<file path="config.mk">
export PLATFORM = sky130hd
export DESIGN_NAME = optt_cell
export DESIGN_NICKNAME = d
export VERILOG_FILES = /design/src/rtl/core/optt_pkg.sv /design/src/rtl/core/optt_cell.sv
export SDC_FILE = /design/constraint.sdc
export NUM_CORES = 1
export LEC_CHECK = 0
export BUFFER_PORTS_ARGS = -buffer_cell sky130_fd_sc_hd__buf_4
export CAP_MARGIN = 20
export CORE_MARGIN = 10
export CORE_UTILIZATION = 25
export DETAILED_ROUTE_END_ITERATION = 8
export PLACE_DENSITY = 0.62
export SLEW_MARGIN = 20
export SYNTH_ARGS = -nofsm -noshare
export SYNTH_HDL_FRONTEND = slang
export SYNTH_SLANG_ARGS = --single-unit
</file>
<file path="constraint.sdc">
create_clock -name clk -period 3.2 [get_ports clk]
set_input_delay 0 -clock clk [delete_from_list [all_inputs] [get_ports clk]]
set_output_delay 0 -clock clk [all_outputs]
set_load 0.05 [all_outputs]
</file>
<file path="src/rtl/core/optt_pkg.sv">
// shared types and constants for the timer table
package optt_pkg;

  localparam int unsigned SlotsDefault = 16;
  localparam int unsigned IdW          = 32;
  localparam int unsigned MsW          = 32;
  localparam int unsigned SecsW        = 23;
  localparam int unsigned MsPerSecond  = 1000;

  localparam int unsigned InDataW  = 96;
  localparam int unsigned OutDataW = 40;

  typedef enum logic [1:0] {
    OP_ADD      = 2'd0,
    OP_KILL     = 2'd1,
    OP_KILL_ALL = 2'd2,
    OP_CHECK    = 2'd3
  } op_t;

  typedef enum logic [1:0] {
    EV_NONE     = 2'd0,
    EV_ADDED    = 2'd1,
    EV_REJECTED = 2'd2,
    EV_FIRED    = 2'd3
  } event_t;

  // one table entry as handed between neighboring cells
  typedef struct packed {
    logic             valid;
    logic [IdW-1:0]   id;
    logic             periodic;
    logic [MsW-1:0]   timeout_ms;
    logic [MsW-1:0]   start_ms;
  } entry_t;

  // broadcast to all cells while flags are evaluated
  typedef struct packed {
    logic           eval_en;
    logic           is_kill;
    logic [IdW-1:0] target;
    logic [MsW-1:0] now_ms;
  } eval_ctl_t;

  // broadcast to all cells when the operation is applied
  typedef struct packed {
    logic           add_en;
    logic           kill_all;
    logic           pick_en;
    logic           is_kill;
    logic [MsW-1:0] now_ms;
    entry_t         new_entry;
  } commit_ctl_t;

endpackage

</file>
<file path="src/rtl/core/optt_cell.sv">
// one slot of the timer table chain
module optt_cell (
  input  logic                  clk,
  input  logic                  rst_n,
  input  optt_pkg::eval_ctl_t   ev_ctl,
  input  optt_pkg::commit_ctl_t cm_ctl,
  input  logic                  prev_valid,
  input  optt_pkg::entry_t      nb_entry,
  output optt_pkg::entry_t      own_entry,
  input  logic                  hit_in,
  output logic                  hit_out,
  input  logic                  shift_in,
  output logic                  shift_out,
  input  logic [31:0]           id_in,
  output logic [31:0]           id_out
);
  import optt_pkg::*;

  logic           valid_r;
  logic [IdW-1:0] id_r;
  logic           per_r;
  logic [MsW-1:0] tmo_r;
  logic [MsW-1:0] start_r;
  logic           hit_r;

  logic           hit_nxt;
  logic [MsW-1:0] elapsed;
  logic           sel;
  logic           rm_here;
  logic           shift;
  logic           ins;

  assign own_entry = '{valid: valid_r, id: id_r, periodic: per_r,
                       timeout_ms: tmo_r, start_ms: start_r};

  // local match or expiry flag
  assign elapsed = ev_ctl.now_ms - start_r;
  always_comb begin
    if (ev_ctl.is_kill) begin
      hit_nxt = valid_r && (id_r == ev_ctl.target);
    end else begin
      hit_nxt = valid_r && (elapsed >= tmo_r);
    end
  end

  // first-hit selection and shift chain
  assign sel       = cm_ctl.pick_en && hit_r && !hit_in;
  assign hit_out   = hit_in || (cm_ctl.pick_en && hit_r);
  assign rm_here   = sel && (cm_ctl.is_kill || !per_r);
  assign shift     = shift_in || rm_here;
  assign shift_out = shift;
  assign id_out    = sel ? id_r : id_in;
  assign ins       = !valid_r && prev_valid;

  // flag register
  always_ff @(posedge clk) begin
    if (!rst_n) begin
      hit_r <= 1'b0;
    end else if (ev_ctl.eval_en) begin
      hit_r <= hit_nxt;
    end
  end

  // valid bit
  always_ff @(posedge clk) begin
    if (!rst_n) begin
      valid_r <= 1'b0;
    end else if (cm_ctl.kill_all) begin
      valid_r <= 1'b0;
    end else if (cm_ctl.add_en && ins) begin
      valid_r <= 1'b1;
    end else if (shift) begin
      valid_r <= nb_entry.valid;
    end
  end

  // entry payload
  always_ff @(posedge clk) begin
    if (!cm_ctl.kill_all && cm_ctl.add_en && ins) begin
      id_r    <= cm_ctl.new_entry.id;
      per_r   <= cm_ctl.new_entry.periodic;
      tmo_r   <= cm_ctl.new_entry.timeout_ms;
      start_r <= cm_ctl.new_entry.start_ms;
    end else if (!cm_ctl.kill_all && shift) begin
      id_r    <= nb_entry.id;
      per_r   <= nb_entry.periodic;
      tmo_r   <= nb_entry.timeout_ms;
      start_r <= nb_entry.start_ms;
    end else if (!cm_ctl.kill_all && sel) begin
      start_r <= cm_ctl.now_ms;
    end
  end

endmodule

</file>
== After elaboration in Yosys (flattened, before gate mapping) ==
Cells that the tools add are included.

* Add/subtract/negate cells: 1
* Magnitude comparators: 1
* Equal/unequal tests: 1
* Mux-type cells: 13
* Bitwise operators: 1
* Reductions and logical operators: 22

{| class="wikitable"
|+ Operators with widths
! operator !! number
|-
| $mux 32 || 8
|-
| $eq 32x32->1 || 1
|-
| $ge 32x32->1 || 1
|-
| $sub 32x32->32 || 1
|-
| $logic_and 1x1->1 || 11
|-
| $mux 1 || 5
|-
| $logic_not 1->1 || 4
|-
| $reduce_bool 2->1 || 2
|-
| $logic_or 1x1->1 || 3
|-
| $reduce_bool 3->1 || 1
|-
| $reduce_or 2->1 || 1
|-
| $not 1->1 || 1
|}

* Register bits: 99
* Word-level logic and storage cells: 45

== Logic depth before layout (Yosys ltp) ==
* Depth after elaboration: 7
* Gate-level depth with buffers: 20
* Gate-level depth less buffers: 20

== Least setup slack after synthesis ==
Ideal clock, no wire load.

* Path type: register -> register
* Start point: reg start_r[0]
* End point: reg hit_r
* Arrival time: 3.833 ns
* Data required time: 3.113 ns
* Path slack: -0.720 ns
* Stages on the path, launching flop included: 19
* Path buffers: 0
* Clock period less this slack: 3.920 ns
* Path through: edfxtp_1 -> ha_1 -> inv_1 -> fa_1 -> a21o_1 -> a221oi_2 -> o22ai_2 -> a21oi_2 -> o21bai_1 -> a21o_1 -> mux2i_1 -> o2111ai_1 -> ha_1 -> nand4_1 -> nor4_1 -> nand4_1 -> o21ai_0 -> a21oi_1 -> o31ai_1

* Longest elaborated chain between the ends: 4

{| class="wikitable"
|+ RTL lines
! item !! line !! source
|-
| start, declared || optt_cell.sv:23 || <nowiki>logic [MsW-1:0] start_r;</nowiki>
|-
| start signal, assigned || optt_cell.sv:83 || <nowiki>start_r <= cm_ctl.new_entry.start_ms;</nowiki>
|-
| start signal, assigned || optt_cell.sv:88 || <nowiki>start_r <= nb_entry.start_ms;</nowiki>
|-
| start signal, assigned || optt_cell.sv:90 || <nowiki>start_r <= cm_ctl.now_ms;</nowiki>
|-
| $sub 32x32->32 || optt_cell.sv:37 || <nowiki>assign elapsed = ev_ctl.now_ms - start_r;</nowiki>
|-
| $ge 32x32->1 || optt_cell.sv:42 || <nowiki>hit_nxt = valid_r && (elapsed >= tmo_r);</nowiki>
|-
| $logic_and 1x1->1 || optt_cell.sv:42 ||
|-
| $mux 1 || optt_cell.sv:39 || <nowiki>if (ev_ctl.is_kill) begin</nowiki>
|-
| end signal, assigned || optt_cell.sv:60 || <nowiki>hit_r <= hit_nxt;</nowiki>
|-
| end, declared || optt_cell.sv:24 || <nowiki>logic hit_r;</nowiki>
|}

No other way between the ends.
A chain may end at the register's enable or synchronous reset.

== Final worst setup path ==
* Start point: reg start_r[4]
* End point: reg hit_r

The elaborated chain is that of the path after synthesis.

==> out/metrics.cfg <==
[cells_and_area]
final_common_cell=buf_4
final_area_mm2=0.0144
fin_util_pct=46.9
mostFrequentLayoutCells=buf_4, dlygate4sd3_1, mux2_2, edfxtp_1, inv_1
nNetsFinal=1857
final_layout_size_suffix_gt1_share_pct=46.9
areaGrowthSynthToFinish_pct=84.9

[die]
initial_core_util_pct=25.4
coreArea_mm2=0.0307
row_count=64
io_pins=467
die-area_mm2=0.0386
die_w_um=196
die_y_um=196

[pwr]
p_total_w=0.00511
peakVddDrop_mv=0.261
power.density_mw_per_mm2=355
power.leakage_nw=6.65

[sta]
post-route-min-period_ps=3760
drv_slew=0
setup_ws_ps=-563
finalHoldViolCount=0
setup_tns_ps=-563
fin_skew_ps=10.7
setup_viol=1
slew_headroom_pct=66.1
max_freq_mhz=266
fin_crit_sh_pct=118
worst_pin_slew_ps=509
rsz0062_at_grt=yes

[cts]
clkSinkCount=99
cts_tree=yes
cts_inserted_buffers=9
htreeDepth=3
cts_buffer_depth=2
clkLatencyLatePin_ps=360
root_buffer=clkbuf_16
cts.clk_slew.worst_paths_ps=70

[grt]
grt_pass1_wl_mm=55.6
grt_overflow=0
grt_pass1_vias=9323
grt_max_degree=71
track_usage_pct=18.9
antenna_found_initial=5

[hold_path]
hold_path_class=in2reg
hold_depth=3
min_delay_worst_endpoint=start_r[23]$_DFFE_PP_
min-delay-start=cm_ctl[121]

[setup_path]
arrival_ps=4040
reg2regPathDepth=18
worst_ep_required_time_ps=3470
rrSetupSlack_ps=-560
r2r_start=start_r[4]$_DFFE_PP_
cp-start-kind=register
critPathKind=reg2reg
cp_max_fo=4
r2r_end=hit_r$_SDFFE_PN0P_
worst_setup_path_end_kind=register

[route]
avgViaCountPerCell=4.56
wire_per_inst_um=20.6
first_pass_iters=4
via_count=8495
drtIter0Drc=348
wl_mm=38.3
ant_nets=0
route.detailed.drc=0

[yosys]
syn_nets=1160
synth-main-ff-cell=edfxtp_1
avgSynthCellArea_um2=10.2
ys_async_sr_fraction_pct=0
yosys-top-cells-area=edfxtp_1, mux2_2, ha_1
yosysWarnings=0
synth_top_area_cell=edfxtp_1
seq_area_frac_synth_pct=37.9
netlist.area_leader.share_pct=37.4
ys_seq_elements=99
synth.distinct_cells=54
synth_edf_count=97
syn_area_mm2=0.00778
synth_cells=761

[placement]
dp_hpwl_mm=31.4
dpl-instance-area_mm2=0.0123
gp_congestion=0.897
numPortBuffers=465
post-place-ws_ps=-709

[run_status]
violations=setup timing
outcome=complete, but fails checks

[job]
maxCapViolCount=0

-- Yosys cell counts (3+ instances only) --
master,number
edfxtp_1,97
mux2_2,97
nand2_1,61
nor4_1,12
nand4_1,11
xor2_1,40
nand3_1,6
and2_1,4
nor3_1,10
xnor2_1,17
a21o_1,19
o21bai_1,5
o211ai_1,4
ha_1,63
mux2i_1,35
nand3b_1,3
nand2b_1,6
o21ai_0,55
a21oi_1,45
a31oi_1,3
buf_2,3
nor2b_1,4
or2_2,3
inv_1,76
nor2_1,24
clkbuf_1,23
-- how the worst max path moves through the flow --
stage                     slack, ps                 start  cells after the start            endpoint
after detailed placement       -710  start_r[4]$_DFFE_PP_                     18  hit_r$_SDFFE_PN0P_
after global placement         -600  start_r[4]$_DFFE_PP_                     18  hit_r$_SDFFE_PN0P_
after global routing           -780  start_r[0]$_DFFE_PP_                     18  hit_r$_SDFFE_PN0P_
final                          -560  start_r[4]$_DFFE_PP_                     18  hit_r$_SDFFE_PN0P_
after floorplan                -570  start_r[0]$_DFFE_PP_                     18  hit_r$_SDFFE_PN0P_
after CTS                      -590  start_r[0]$_DFFE_PP_                     18  hit_r$_SDFFE_PN0P_
-- where the power goes --
group / leakage [nW] / switching [W] / internal [W]
clock: 0.150 / 0.000531 / 0.000678
sequential: 0.941 / 0.0000785 / 0.00154
combinational: 5.56 / 0.00116 / 0.00112
total: 6.65 / 0.00177 / 0.00334
-- area by class of cell --
cell class,instances,area (µm²)
fill,2861,16300
antenna,3,7.51
inverter,76,285
tap,396,495
sequential,99,2950
multi-input combinational,558,4530
clock inverter,6,81.3
timing repair buffer,714,5810
clock buffer,9,225
-- flip-flops by register name (all words and copies together) (netlist names) --
name and cells:
hit_r 1, per_r 1, valid_r 1, id_r 32, tmo_r 32, start_r 32
-- worst max-delay path, cell delays in order (launching register included) --
cell and delay (ps):
edfxtp_1 390, inv_1 110, ha_4 220, a21o_1 170, a211o_2 340, o2111ai_4 230, a21bo_2 180, a21oi_1 110
nor3_2 300, buf_4 160, nor2_1 40, xnor2_1 130, ha_1 290, nand4_1 130, nor4_1 240, nand4_1 140
o21ai_2 220, a21oi_2 70, o31ai_1 200
-- metal layers --
metal	part of all wire [%]	global-route usage (%)	routed length (µm)
met3	7.5	6.09	2880
met2	53	35.1	20400
met1	37	19.7	14200
met5	0.084	0	32
met4	2.2	5.54	835
-- metrics by stage --
step           instances  hold slack [ps]
2_1_floorplan        761              141
3_5_place_dp        1677              268
6_report            1861             22.3
3_3_place_gp        1677              265
4_1_cts             1858             6.90
5_1_grt             1860             7.59
-- cells by family after synthesis --
kind of cell	Yosys count	synth area share, %
compound gates	153	12.2
xor+xnor	57	6.42
fa+ha+maj	64	10.4
buf+inv	104	5.16
flops	99	37.9
mux	132	18.5
simple gates	152	9.39
-- timing repair --
item                                   4_1_cts  5_1_grt
endpoints found under the hold margin       95        0
setup endpoints to repair                    1        1
buffers inserted                             1        0
hold buffers                               165        0
pin swaps                                    3        1
gates resized for setup                      4        6
Power figures use the tool's default switching activity.
